`src/design/vtmix_pkg.sv`:
```
package vtmix_pkg;

  // Fixed-point format: ONE stands for 1.0
  localparam int FRAC_BITS = 14;
  localparam int ONE_I     = 1 << FRAC_BITS;
  localparam int UW        = FRAC_BITS + 1;     // unit value 0..ONE
  localparam int AXW       = 16;                // signed axis width
  localparam int PULSEW    = 12;
  localparam int STEPW     = 11;
  localparam int IDXW      = 3;
  localparam int CFG_W     = UW;
  localparam int MPW       = AXW + UW + 1;      // motor product width
  localparam int APW       = AXW + UW;          // aft product width
  localparam int AFW       = APW + 1;           // aft rounding width
  localparam int XW        = AXW + 2;           // extended axis width

  localparam logic [UW-1:0] ONE  = UW'(ONE_I);
  localparam logic [UW-1:0] HALF = UW'(ONE_I / 2);

  // Stream widths
  localparam int IN_BITS  = PULSEW + 4 * AXW;
  localparam int IN_W     = ((IN_BITS + 7) / 8) * 8;
  localparam int OUT_BITS = 2 + 9 * UW;
  localparam int OUT_W    = ((OUT_BITS + 7) / 8) * 8;

  // Pulse thresholds in microseconds
  localparam logic [PULSEW-1:0] PULSE_VERT_MAX = PULSEW'(1350);
  localparam logic [PULSEW-1:0] PULSE_MID_MAX  = PULSEW'(1650);

  // Flight modes
  localparam logic [1:0] MODE_VERT  = 2'd0;
  localparam logic [1:0] MODE_MID   = 2'd1;
  localparam logic [1:0] MODE_HORIZ = 2'd2;
  localparam logic [1:0] MODE_UNSET = 2'd3;

  // Register indexes
  localparam logic [IDXW-1:0] CFG_ROLL_GAIN  = 3'd0;
  localparam logic [IDXW-1:0] CFG_YAW_GAIN   = 3'd1;
  localparam logic [IDXW-1:0] CFG_TRANS_STEP = 3'd2;
  localparam logic [IDXW-1:0] CFG_MID_TARGET = 3'd3;
  localparam logic [IDXW-1:0] CFG_AFT_DZ     = 3'd4;
  localparam logic [IDXW-1:0] CFG_AFT_GAIN   = 3'd5;

  // Register reset values
  localparam logic [UW-1:0]    RST_ROLL_GAIN  = UW'(2458);
  localparam logic [UW-1:0]    RST_YAW_GAIN   = UW'(2458);
  localparam logic [STEPW-1:0] RST_TRANS_STEP = STEPW'(164);
  localparam logic [UW-1:0]    RST_MID_TARGET = UW'(13107);
  localparam logic [UW-1:0]    RST_AFT_DZ     = UW'(164);
  localparam logic [UW-1:0]    RST_AFT_GAIN   = UW'(6620);

  typedef struct packed {
    logic [UW-1:0]    roll_gain;
    logic [UW-1:0]    yaw_gain;
    logic [STEPW-1:0] trans_step;
    logic [UW-1:0]    mid_target;
    logic [UW-1:0]    aft_dz;
    logic [UW-1:0]    aft_gain;
  } cfg_t;

  typedef struct packed {
    logic [PULSEW-1:0]     pulse;
    logic signed [AXW-1:0] roll;
    logic signed [AXW-1:0] pitch;
    logic signed [AXW-1:0] yaw;
    logic signed [AXW-1:0] thr;
  } item_t;

  // Product stage contents
  typedef struct packed {
    logic [1:0]            mode;
    logic signed [MPW-1:0] motor_prod;
    logic signed [XW-1:0]  thr_base;
    logic                  aft_neg;
    logic                  aft_pos;
    logic [APW-1:0]        aft_prod;
    logic [UW-1:0]         tilt;
    logic [UW-1:0]         elevator;
    logic [UW-1:0]         rudder;
  } prod_t;

  // v/2 with v clamped to 0..2*ONE, rounded half up
  function automatic logic [UW-1:0] half_unit(input logic signed [XW-1:0] v);
    logic [UW:0]   c;
    logic [UW+1:0] s;
    if (v < 0) begin
      c = '0;
    end else if (v > XW'(2 * ONE_I)) begin
      c = (UW+1)'(2 * ONE_I);
    end else begin
      c = v[UW:0];
    end
    s = {1'b0, c} + (UW+2)'(1);
    return s[UW:1];
  endfunction

  // num / ONE rounded half up, clamped to 0..ONE
  function automatic logic [UW-1:0] mix_round(input logic signed [MPW+1:0] num);
    logic signed [MPW+1:0] m;
    logic signed [MPW+1:0] r;
    m = num + (MPW+2)'(ONE_I / 2);
    r = m >>> FRAC_BITS;
    if (r < 0) begin
      return '0;
    end else if (r > (MPW+2)'(ONE_I)) begin
      return ONE;
    end else begin
      return r[UW-1:0];
    end
  endfunction

endpackage

```
`src/design/vtmix_duty.sv`:
```
module vtmix_duty (
  input  logic                   clk,
  input  logic                   rst,
  input  logic                   en,
  input  logic [1:0]             mode_new,
  input  vtmix_pkg::cfg_t        cfg,
  output logic [vtmix_pkg::UW-1:0] duty_next
);

  logic [1:0]               mode_reg;
  logic [vtmix_pkg::UW-1:0] target_duty;
  logic [vtmix_pkg::UW-1:0] current_duty;
  logic [vtmix_pkg::UW-1:0] target_next;
  logic signed [vtmix_pkg::UW+1:0] cur_s;
  logic signed [vtmix_pkg::UW+1:0] step_s;
  logic signed [vtmix_pkg::UW+1:0] slew;

  // Reload the target on a mode change
  always_comb begin
    if (mode_new != mode_reg) begin
      case (mode_new)
        vtmix_pkg::MODE_VERT: target_next = vtmix_pkg::ONE;
        vtmix_pkg::MODE_MID:  target_next = cfg.mid_target;
        default:              target_next = '0;
      endcase
    end else begin
      target_next = target_duty;
    end
  end

  // Slew one step toward the target, step down when equal, clamp to 0..ONE
  always_comb begin
    cur_s  = $signed({2'b00, current_duty});
    step_s = $signed((vtmix_pkg::UW+2)'(cfg.trans_step));
    if (target_next > current_duty) begin
      slew = cur_s + step_s;
    end else begin
      slew = cur_s - step_s;
    end
    if (slew < 0) begin
      duty_next = '0;
    end else if (slew > (vtmix_pkg::UW+2)'(vtmix_pkg::ONE_I)) begin
      duty_next = vtmix_pkg::ONE;
    end else begin
      duty_next = slew[vtmix_pkg::UW-1:0];
    end
  end

  always_ff @(posedge clk) begin
    if (rst) begin
      mode_reg     <= vtmix_pkg::MODE_UNSET;
      target_duty  <= vtmix_pkg::ONE;
      current_duty <= vtmix_pkg::HALF;
    end else if (en) begin
      mode_reg     <= mode_new;
      target_duty  <= target_next;
      current_duty <= duty_next;
    end
  end

endmodule

```
`src/design/vtmix_front.sv`:
```
module vtmix_front (
  input  logic                       clk,
  input  logic                       rst,
  input  logic                       s_tvalid,
  output logic                       s_tready,
  input  logic [vtmix_pkg::IN_W-1:0] s_tdata,
  input  vtmix_pkg::cfg_t            cfg,
  input  logic                       adv,
  output logic                       prod_valid,
  output vtmix_pkg::prod_t           prod
);

  logic             in_valid;
  vtmix_pkg::item_t item;
  vtmix_pkg::prod_t prod_next;
  logic             ready2;

  logic [1:0]                        nm;
  logic                              horiz;
  logic [vtmix_pkg::UW-1:0]          gain;
  logic signed [vtmix_pkg::AXW-1:0]  ax;
  logic signed [vtmix_pkg::XW-1:0]   roll_x;
  logic signed [vtmix_pkg::XW-1:0]   pitch_x;
  logic signed [vtmix_pkg::XW-1:0]   yaw_x;
  logic signed [vtmix_pkg::XW-1:0]   thr_x;
  logic signed [vtmix_pkg::XW-1:0]   one_x;
  logic signed [vtmix_pkg::XW-1:0]   dz_x;
  logic signed [vtmix_pkg::XW-1:0]   dz_sum;
  logic signed [vtmix_pkg::XW-1:0]   dz_diff;
  logic signed [vtmix_pkg::XW-1:0]   dz_dist;
  logic [vtmix_pkg::AXW-1:0]         aft_span;
  logic signed [vtmix_pkg::MPW-1:0]  gain_w;
  logic signed [vtmix_pkg::MPW-1:0]  ax_w;

  // Each stage loads when empty or when its content moves on
  assign ready2   = !prod_valid || adv;
  assign s_tready = !in_valid || ready2;

  always_comb begin
    // Mode from the pulse
    if (item.pulse < vtmix_pkg::PULSE_VERT_MAX) begin
      nm = vtmix_pkg::MODE_VERT;
    end else if (item.pulse < vtmix_pkg::PULSE_MID_MAX) begin
      nm = vtmix_pkg::MODE_MID;
    end else begin
      nm = vtmix_pkg::MODE_HORIZ;
    end
    horiz = (nm == vtmix_pkg::MODE_HORIZ);

    roll_x  = vtmix_pkg::XW'(item.roll);
    pitch_x = vtmix_pkg::XW'(item.pitch);
    yaw_x   = vtmix_pkg::XW'(item.yaw);
    thr_x   = vtmix_pkg::XW'(item.thr);
    one_x   = vtmix_pkg::XW'(vtmix_pkg::ONE_I);
    dz_x    = $signed({3'b000, cfg.aft_dz});

    // Wing motor differential: yaw when horizontal, roll otherwise
    gain   = horiz ? cfg.yaw_gain : cfg.roll_gain;
    ax     = horiz ? item.yaw : item.roll;
    gain_w = $signed({{(vtmix_pkg::MPW-vtmix_pkg::UW){1'b0}}, gain});
    ax_w   = vtmix_pkg::MPW'(ax);

    // Aft motor deadzone split
    dz_sum   = pitch_x + dz_x;
    dz_diff  = pitch_x - dz_x;
    dz_dist  = (dz_sum <= 0) ? -dz_sum : dz_diff;
    aft_span = dz_dist[vtmix_pkg::AXW-1:0];

    prod_next.mode       = nm;
    prod_next.motor_prod = gain_w * ax_w;
    prod_next.thr_base   = thr_x + one_x;
    prod_next.aft_neg    = (dz_sum <= 0);
    prod_next.aft_pos    = (dz_sum > 0) && (dz_diff >= 0);
    prod_next.aft_prod   = {{vtmix_pkg::AXW{1'b0}}, cfg.aft_gain}
                         * {{vtmix_pkg::UW{1'b0}}, aft_span};
    prod_next.tilt       = horiz ? vtmix_pkg::half_unit(one_x - roll_x)
                                 : vtmix_pkg::half_unit(yaw_x + one_x);
    prod_next.elevator   = vtmix_pkg::half_unit(one_x - pitch_x);
    prod_next.rudder     = vtmix_pkg::half_unit(yaw_x + one_x);
  end

  // Control: input and product stage valids
  always_ff @(posedge clk) begin
    if (rst) begin
      in_valid   <= 1'b0;
      prod_valid <= 1'b0;
    end else begin
      if (s_tready) begin
        in_valid <= s_tvalid;
      end
      if (ready2) begin
        prod_valid <= in_valid;
      end
    end
  end

  // Payload: capture the transfer, then the products
  always_ff @(posedge clk) begin
    if (s_tready && s_tvalid) begin
      item.pulse <= s_tdata[11:0];
      item.roll  <= $signed(s_tdata[27:12]);
      item.pitch <= $signed(s_tdata[43:28]);
      item.yaw   <= $signed(s_tdata[59:44]);
      item.thr   <= $signed(s_tdata[75:60]);
    end
    if (ready2 && in_valid) begin
      prod <= prod_next;
    end
  end

endmodule

```
`src/design/vtol_transition_and_control_mixer.sv`:
```
// VTOL transition and control mixer.
// Slave stream: one control frame per transfer (transition pulse and the
// roll, pitch, yaw and throttle axes, Q2.14). Master stream: one set of
// actuator values per frame, in the order the frames came in.
// Configuration: write cfg_data into register cfg_index while cfg_we is high;
// write only while no frame is in flight.
// Pipeline: input register, product register (mode decode and the two
// multipliers), result register (rounding, transition duty slew, holds).
// An accepted frame passes through these registers in order to the master
// side. One frame per cycle is sustained while m_tready stays high; the two
// multipliers sit side by side in the product stage and the result stage has none.
// Reset empties the pipeline, loads register defaults, sets the transition
// duty to 0.5, the mode to unset, aft motor to stop, elevator and rudder to
// center. When the receiver stalls, the result holds and the two earlier
// stages keep filling; s_tready drops once all three are full.
module vtol_transition_and_control_mixer (
  input  logic                        clk,
  input  logic                        rst,
  input  logic                        s_tvalid,
  output logic                        s_tready,
  // trans_pulse, roll_axis, pitch_axis, yaw_axis, throttle_axis, zero pad
  input  logic [vtmix_pkg::IN_W-1:0]  s_tdata,
  output logic                        m_tvalid,
  input  logic                        m_tready,
  // mode, left_motor, right_motor, aft_motor, left_tilt, right_tilt,
  // left_trans, right_trans, elevator, rudder, zero pad
  output logic [vtmix_pkg::OUT_W-1:0] m_tdata,
  input  logic                        cfg_we,
  input  logic [vtmix_pkg::IDXW-1:0]  cfg_index,
  input  logic [vtmix_pkg::CFG_W-1:0] cfg_data
);

  vtmix_pkg::cfg_t  cfg;
  vtmix_pkg::prod_t prod;
  logic             prod_valid;
  logic             adv;
  logic             en;
  logic             horiz;

  logic [vtmix_pkg::UW-1:0] duty_next;
  logic [vtmix_pkg::UW-1:0] aft_hold;
  logic [vtmix_pkg::UW-1:0] elevator_hold;
  logic [vtmix_pkg::UW-1:0] rudder_hold;
  logic [vtmix_pkg::UW-1:0] aft_hold_next;
  logic [vtmix_pkg::UW-1:0] elevator_hold_next;
  logic [vtmix_pkg::UW-1:0] rudder_hold_next;
  logic [vtmix_pkg::UW-1:0] aft_new;
  logic [vtmix_pkg::UW-1:0] left_motor;
  logic [vtmix_pkg::UW-1:0] right_motor;
  logic [vtmix_pkg::UW-1:0] left_trans;

  logic signed [vtmix_pkg::MPW+1:0] base_w;
  logic signed [vtmix_pkg::MPW+1:0] prod_w;
  logic [vtmix_pkg::AFW-1:0]        aft_rnd;
  logic [vtmix_pkg::AFW-1:0]        aft_q;
  logic [vtmix_pkg::AFW-1:0]        aft_sum;

  logic [vtmix_pkg::OUT_W-1:0] m_tdata_next;

  // Configuration registers
  always_ff @(posedge clk) begin
    if (rst) begin
      cfg.roll_gain  <= vtmix_pkg::RST_ROLL_GAIN;
      cfg.yaw_gain   <= vtmix_pkg::RST_YAW_GAIN;
      cfg.trans_step <= vtmix_pkg::RST_TRANS_STEP;
      cfg.mid_target <= vtmix_pkg::RST_MID_TARGET;
      cfg.aft_dz     <= vtmix_pkg::RST_AFT_DZ;
      cfg.aft_gain   <= vtmix_pkg::RST_AFT_GAIN;
    end else if (cfg_we) begin
      case (cfg_index)
        vtmix_pkg::CFG_ROLL_GAIN:  cfg.roll_gain  <= cfg_data;
        vtmix_pkg::CFG_YAW_GAIN:   cfg.yaw_gain   <= cfg_data;
        vtmix_pkg::CFG_TRANS_STEP: cfg.trans_step <= cfg_data[vtmix_pkg::STEPW-1:0];
        vtmix_pkg::CFG_MID_TARGET: cfg.mid_target <= cfg_data;
        vtmix_pkg::CFG_AFT_DZ:     cfg.aft_dz     <= cfg_data;
        vtmix_pkg::CFG_AFT_GAIN:   cfg.aft_gain   <= cfg_data;
        default: ;
      endcase
    end
  end

  vtmix_front u_front (
    .clk        (clk),
    .rst        (rst),
    .s_tvalid   (s_tvalid),
    .s_tready   (s_tready),
    .s_tdata    (s_tdata),
    .cfg        (cfg),
    .adv        (adv),
    .prod_valid (prod_valid),
    .prod       (prod)
  );

  // Result register loads when empty or being taken
  assign adv   = !m_tvalid || m_tready;
  assign en    = prod_valid && adv;
  assign horiz = (prod.mode == vtmix_pkg::MODE_HORIZ);

  vtmix_duty u_duty (
    .clk       (clk),
    .rst       (rst),
    .en        (en),
    .mode_new  (prod.mode),
    .cfg       (cfg),
    .duty_next (duty_next)
  );

  always_comb begin
    // Wing motors: (thr+1)/2 plus and minus the differential product
    base_w      = (vtmix_pkg::MPW+2)'(prod.thr_base) <<< (vtmix_pkg::FRAC_BITS - 1);
    prod_w      = (vtmix_pkg::MPW+2)'(prod.motor_prod);
    left_motor  = vtmix_pkg::mix_round(base_w + prod_w);
    right_motor = vtmix_pkg::mix_round(base_w - prod_w);

    // Aft motor: rounded product below the deadzone, half plus it above, zero inside, clamped to ONE
    aft_rnd = {1'b0, prod.aft_prod} + vtmix_pkg::AFW'(vtmix_pkg::ONE_I / 2);
    aft_q   = aft_rnd >> vtmix_pkg::FRAC_BITS;
    aft_sum = prod.aft_pos ? aft_q + vtmix_pkg::AFW'(vtmix_pkg::ONE_I / 2) : aft_q;
    if (!prod.aft_neg && !prod.aft_pos) begin
      aft_new = '0;
    end else if (aft_sum > vtmix_pkg::AFW'(vtmix_pkg::ONE_I)) begin
      aft_new = vtmix_pkg::ONE;
    end else begin
      aft_new = aft_sum[vtmix_pkg::UW-1:0];
    end

    // Drive only what the mode owns, hold the rest
    aft_hold_next      = horiz ? aft_hold : aft_new;
    elevator_hold_next = horiz ? prod.elevator : elevator_hold;
    rudder_hold_next   = horiz ? prod.rudder : rudder_hold;

    left_trans = vtmix_pkg::ONE - duty_next;

    m_tdata_next = {
      {(vtmix_pkg::OUT_W - vtmix_pkg::OUT_BITS){1'b0}},
      rudder_hold_next,
      elevator_hold_next,
      duty_next,
      left_trans,
      prod.tilt,
      prod.tilt,
      aft_hold_next,
      right_motor,
      left_motor,
      prod.mode
    };
  end

  // Control: result valid and held actuator state
  always_ff @(posedge clk) begin
    if (rst) begin
      m_tvalid      <= 1'b0;
      aft_hold      <= '0;
      elevator_hold <= vtmix_pkg::HALF;
      rudder_hold   <= vtmix_pkg::HALF;
    end else begin
      if (adv) begin
        m_tvalid <= prod_valid;
      end
      if (en) begin
        aft_hold      <= aft_hold_next;
        elevator_hold <= elevator_hold_next;
        rudder_hold   <= rudder_hold_next;
      end
    end
  end

  // Payload: result register
  always_ff @(posedge clk) begin
    if (en) begin
      m_tdata <= m_tdata_next;
    end
  end

endmodule

```
`config.mk`:
```
export PLATFORM = sky130hd
export DESIGN_NAME = vtol_transition_and_control_mixer
export DESIGN_NICKNAME = d
export VERILOG_FILES = /design/src/design/vtmix_pkg.sv /design/src/design/vtmix_duty.sv /design/src/design/vtmix_front.sv /design/src/design/vtol_transition_and_control_mixer.sv
export SDC_FILE = /design/constraint.sdc
export NUM_CORES = 2
export LEC_CHECK = 0
export BUFFER_PORTS_ARGS = -buffer_cell sky130_fd_sc_hd__buf_2
export CORE_MARGIN = 2
export CORE_UTILIZATION = 40
export DETAILED_ROUTE_END_ITERATION = 7
export HOLD_SLACK_MARGIN = 0.1
export PLACE_DENSITY = 0.61
export SYNTH_ARGS = -nofsm -noshare
export SYNTH_HDL_FRONTEND = slang
export SYNTH_SLANG_ARGS = --single-unit
```
`constraint.sdc`:
```
create_clock -name clk -period 13.61 [get_ports clk]
set_clock_uncertainty 0.2 [all_clocks]
set_input_delay 3.4025 -clock clk [delete_from_list [all_inputs] [get_ports clk]]
set_output_delay 3.4025 -clock clk [all_outputs]
set_load 0.02 [all_outputs]
```
==> results.sh <==
export IMPL_synth_seq_area_share=0.310
export IMPL_largest_registers_ranked_by_flip_flop_count="m_tdata: 121 flops, u_front.prod: 116 flops, cfg: 86 flops"
export IMPL_power_ir_vdd_worst_uv=449
export IMPL_fp_dieH_um=324
export IMPL_crit_path_buf_inv_count=7
export IMPL_grt_overflow_total=0
export IMPL_synth_warnings=0
export IMPL_cts_resized_gates=0
export IMPL_worst_slew_pin_transition_ns=1.16
export IMPL_clk_path_buf_depth=3
export IMPL_fill_cells=9819
export IMPL_asyncSetResetFlopFracSynth=0
export IMPL_overall_routed_net_length_um=104000
export IMPL_cap_violations=0
export IMPL_dpl_instance_area_sq_mm=0.0435
export IMPL_timing_critical_path_required_ns=13.80
export IMPL_register_with_the_most_flip_flops="m_tdata"
export IMPL_critical_path_arrival_ns=11.23
export IMPL_drt_drc_violations_left=0
export IMPL_fin_crit_sh=0.811
export IMPL_die_area_sq_mm=0.105
export IMPL_detailedRoute_firstPassIterationCount=5
export IMPL_postCtsSetupBuffers=0
export IMPL_num_vias=30700
export IMPL_run_status="complete, no violations"
export IMPL_critPathCaptureType="flip-flop"
export IMPL_design_final_nets=5473
export IMPL_pin_count_of_the_biggest_net_entering_global_routing=77
export IMPL_drtAntennaViolNets=0
export IMPL_post_route_min_period_ns=11.04
export IMPL_layout_cell_area_non_filler_sq_mm=0.0454
export IMPL_clock_sink_count=478
export IMPL_synth_top_area_frac=0.229
export IMPL_clock_root_buffer="sky130_fd_sc_hd__clkbuf_16"
export IMPL_routed_wire_length_per_instance_um=17.2
export IMPL_number_of_rows_created_at_floorplan=117
export IMPL_num_io_pins=249
export IMPL_io_buffer_count=236
export IMPL_postSynthCellCount=4478
export IMPL_dp_final_hpwl_um=80400
export IMPL_report_final_setup_viol=0
export IMPL_synth_area_sq_mm=0.0410
export IMPL_design_core_area_sq_mm=0.102
export IMPL_die_x_um=324
export IMPL_largest_register_ff_count=121
export IMPL_startpoint_type_of_the_worst_setup_path="flip-flop"
export IMPL_multi_input_comb_area_sq_mm=0.0254
export IMPL_maxClockFrequency_ghz=0.0906
export IMPL_clk_latency_ns=0.65
export IMPL_count_of_flip_flops_with_a_built_in_enable_after_synthesis=312
export IMPL_critPathMaxFanout=21
export IMPL_grtUsageTotal=0.200
export IMPL_drive_gt1_frac=0.0884
export IMPL_starting_utilization_of_the_core_area=0.403
export IMPL_synthToLayoutAreaGrowth_pct=10.7
export IMPL_post_cts_hold_buffer_count=0
export IMPL_synth_top_flop_cell="sky130_fd_sc_hd__edfxtp_1"
export IMPL_finalHoldViolations=0
export IMPL_cts_made_buffers=54
export IMPL_yosys_top_cells_area="sky130_fd_sc_hd__edfxtp_1 (23%), sky130_fd_sc_hd__fa_1 (18%), sky130_fd_sc_hd__ha_1 (11%), sky130_fd_sc_hd__dfxtp_1 (8.1%), sky130_fd_sc_hd__nand2_1 (7.5%)"
export IMPL_min_delay_path_class="reg2reg"
export IMPL_viasPerCell=5.08
export IMPL_tritoncts="yes"
export IMPL_maxSlewViolCount=0
export IMPL_synth_area_per_cell_sq_um=9.15
export IMPL_slew_headroom=0.205
export IMPL_timing_critical_path_max_delay_family="adder cells"
export IMPL_grt_first_pass_wirelength_um=166000
export IMPL_first_global_vias=30000
export IMPL_leakage_nw=20.7
export IMPL_synth_ff_latch_count=478
export IMPL_synth_cell_types=95
export IMPL_sequential_cell_area_sq_mm=0.0127
export IMPL_clkTransAtPathRegs_ns=0.06
export IMPL_gpl_final_weighted_congestion=0.913
export IMPL_power_density_mw_per_mm2=279
export IMPL_timing_critical_path_slowest_stage_cell="sky130_fd_sc_hd__nor2_1"
export IMPL_synth_top_cell_by_area="sky130_fd_sc_hd__edfxtp_1"
export IMPL_cts_htree_levels=2
export IMPL_drt_iter0_drc=1829
export IMPL_max_stage_delay_ns=0.69
export IMPL_path_class="reg2reg"
export IMPL_rsz0062_at_grt="no"
export IMPL_path_common_cell="sky130_fd_sc_hd__fa_1"
export IMPL_timing_setup_tns_ns=0
export IMPL_grt_antenna_before_repair=8
[layout by cell type, fill, tap and decap left out, types with 124 or more instances in the layout]
cell type,instances
sky130_fd_sc_hd__a21oi_1,207
sky130_fd_sc_hd__dfxtp_1,166
sky130_fd_sc_hd__inv_1,584
sky130_fd_sc_hd__buf_2,235
sky130_fd_sc_hd__and2_1,148
sky130_fd_sc_hd__ha_1,368
sky130_fd_sc_hd__edfxtp_1,312
sky130_fd_sc_hd__xnor2_1,124
sky130_fd_sc_hd__nand2_1,816
sky130_fd_sc_hd__fa_1,364
sky130_fd_sc_hd__nor2_1,351
[metal layers]
layer | track usage | vias to the layer above | wire length (um) | share of wire
met1 | 0.278 | 14900 | 47200 | 0.45
met4 | 0.0483 | 4 | 2340 | 0.022
met2 | 0.328 | 796 | 48600 | 0.47
met3 | 0.0297 | 144 | 6090 | 0.058
met5 | 0 | - | 28 | 0.00027
li1 | - | 14900 | - | -
[final timing paths]
path | start | end | slack [ns] | depth (start not counted)
max | u_front.item[33] | u_front.prod[74] | 2.57 | 36
min | u_front.item[3] | u_front.prod[81] | 0.22 | 0
max reg2reg | u_front.item[33] | u_front.prod[74] | 2.57 | 36
min reg2reg | u_front.item[3] | u_front.prod[81] | 0.22 | 0
[report_power, final]
| part | switching [mW] | leakage [nW] | internal (mW) | total [mW] |
|---|---|---|---|---|
| Sequential | 0.108 | 4.25 | 2.09 | 2.20 |
| Combinational | 5.11 | 15.5 | 3.83 | 8.94 |
| Clock | 0.645 | 0.906 | 0.874 | 1.52 |
[worst register-to-register path: cells and delay by family (launching register included)]
kind                       cells  cell delay [ns]
and+or+nand+nor                7             2.02
AOI/OAI and AO/OA             12             2.86
xor gates and xnor gates       2             0.22
buffers and inverters          7             1.03
adders and majority gates      8             3.91
DFF                            1             0.57
[metrics by stage]
stage | utilization | hold WS (ns) | power (mW) | setup WS (ns) | std cells
floorplan | - | 0.200 | 9.32 | 0.762 | 4484
global placement | 0.428 | 0.202 | 11.1 | 2.68 | 5950
detailed placement | 0.428 | 0.205 | 11.2 | 2.60 | 5950
CTS | 0.446 | 0.219 | 12.8 | 2.60 | 6051
global route | 0.446 | 0.228 | 14.2 | 1.99 | 6051
finish | 0.446 | 0.218 | 12.7 | 2.57 | 6052
[Yosys cell counts (41+ instances only)]
master and number:
sky130_fd_sc_hd__o21ai_0 93, sky130_fd_sc_hd__inv_1 585, sky130_fd_sc_hd__clkbuf_1 135, sky130_fd_sc_hd__edfxtp_1 312
sky130_fd_sc_hd__dfxtp_1 166, sky130_fd_sc_hd__nand3b_1 41, sky130_fd_sc_hd__xnor2_1 124, sky130_fd_sc_hd__nand2_1 816
sky130_fd_sc_hd__and2_1 148, sky130_fd_sc_hd__a21o_1 55, sky130_fd_sc_hd__nor2_1 351, sky130_fd_sc_hd__fa_1 364
sky130_fd_sc_hd__ha_1 368, sky130_fd_sc_hd__nor2b_1 47, sky130_fd_sc_hd__xor2_1 77, sky130_fd_sc_hd__a21oi_1 207
sky130_fd_sc_hd__nand3_1 71, sky130_fd_sc_hd__nor3_1 76
[area by class of cell]
class | instances | area share
antenna | 1 | 0.0000551
clock buffer | 66 | 0.0323
clock inverter | 35 | 0.00866
inverter | 587 | 0.0487
multi-input combinational | 3239 | 0.560
sequential | 478 | 0.280
tap | 1368 | 0.0377
timing repair buffer | 278 | 0.0330
[logic make-up after synthesis]
| family | after synthesis | share of synthesized area |
|---|---|---|
| buf+inv | 767 | 0.0729 |
| compound gates | 560 | 0.0870 |
| mux | 35 | 0.00876 |
| flops | 478 | 0.310 |
| other cells | 1 | 0.0000915 |
| xor+xnor | 201 | 0.0429 |
| fa+ha+maj | 732 | 0.290 |
| simple gates | 1704 | 0.189 |
No activity file was read; power rests on OpenSTA's default activity.
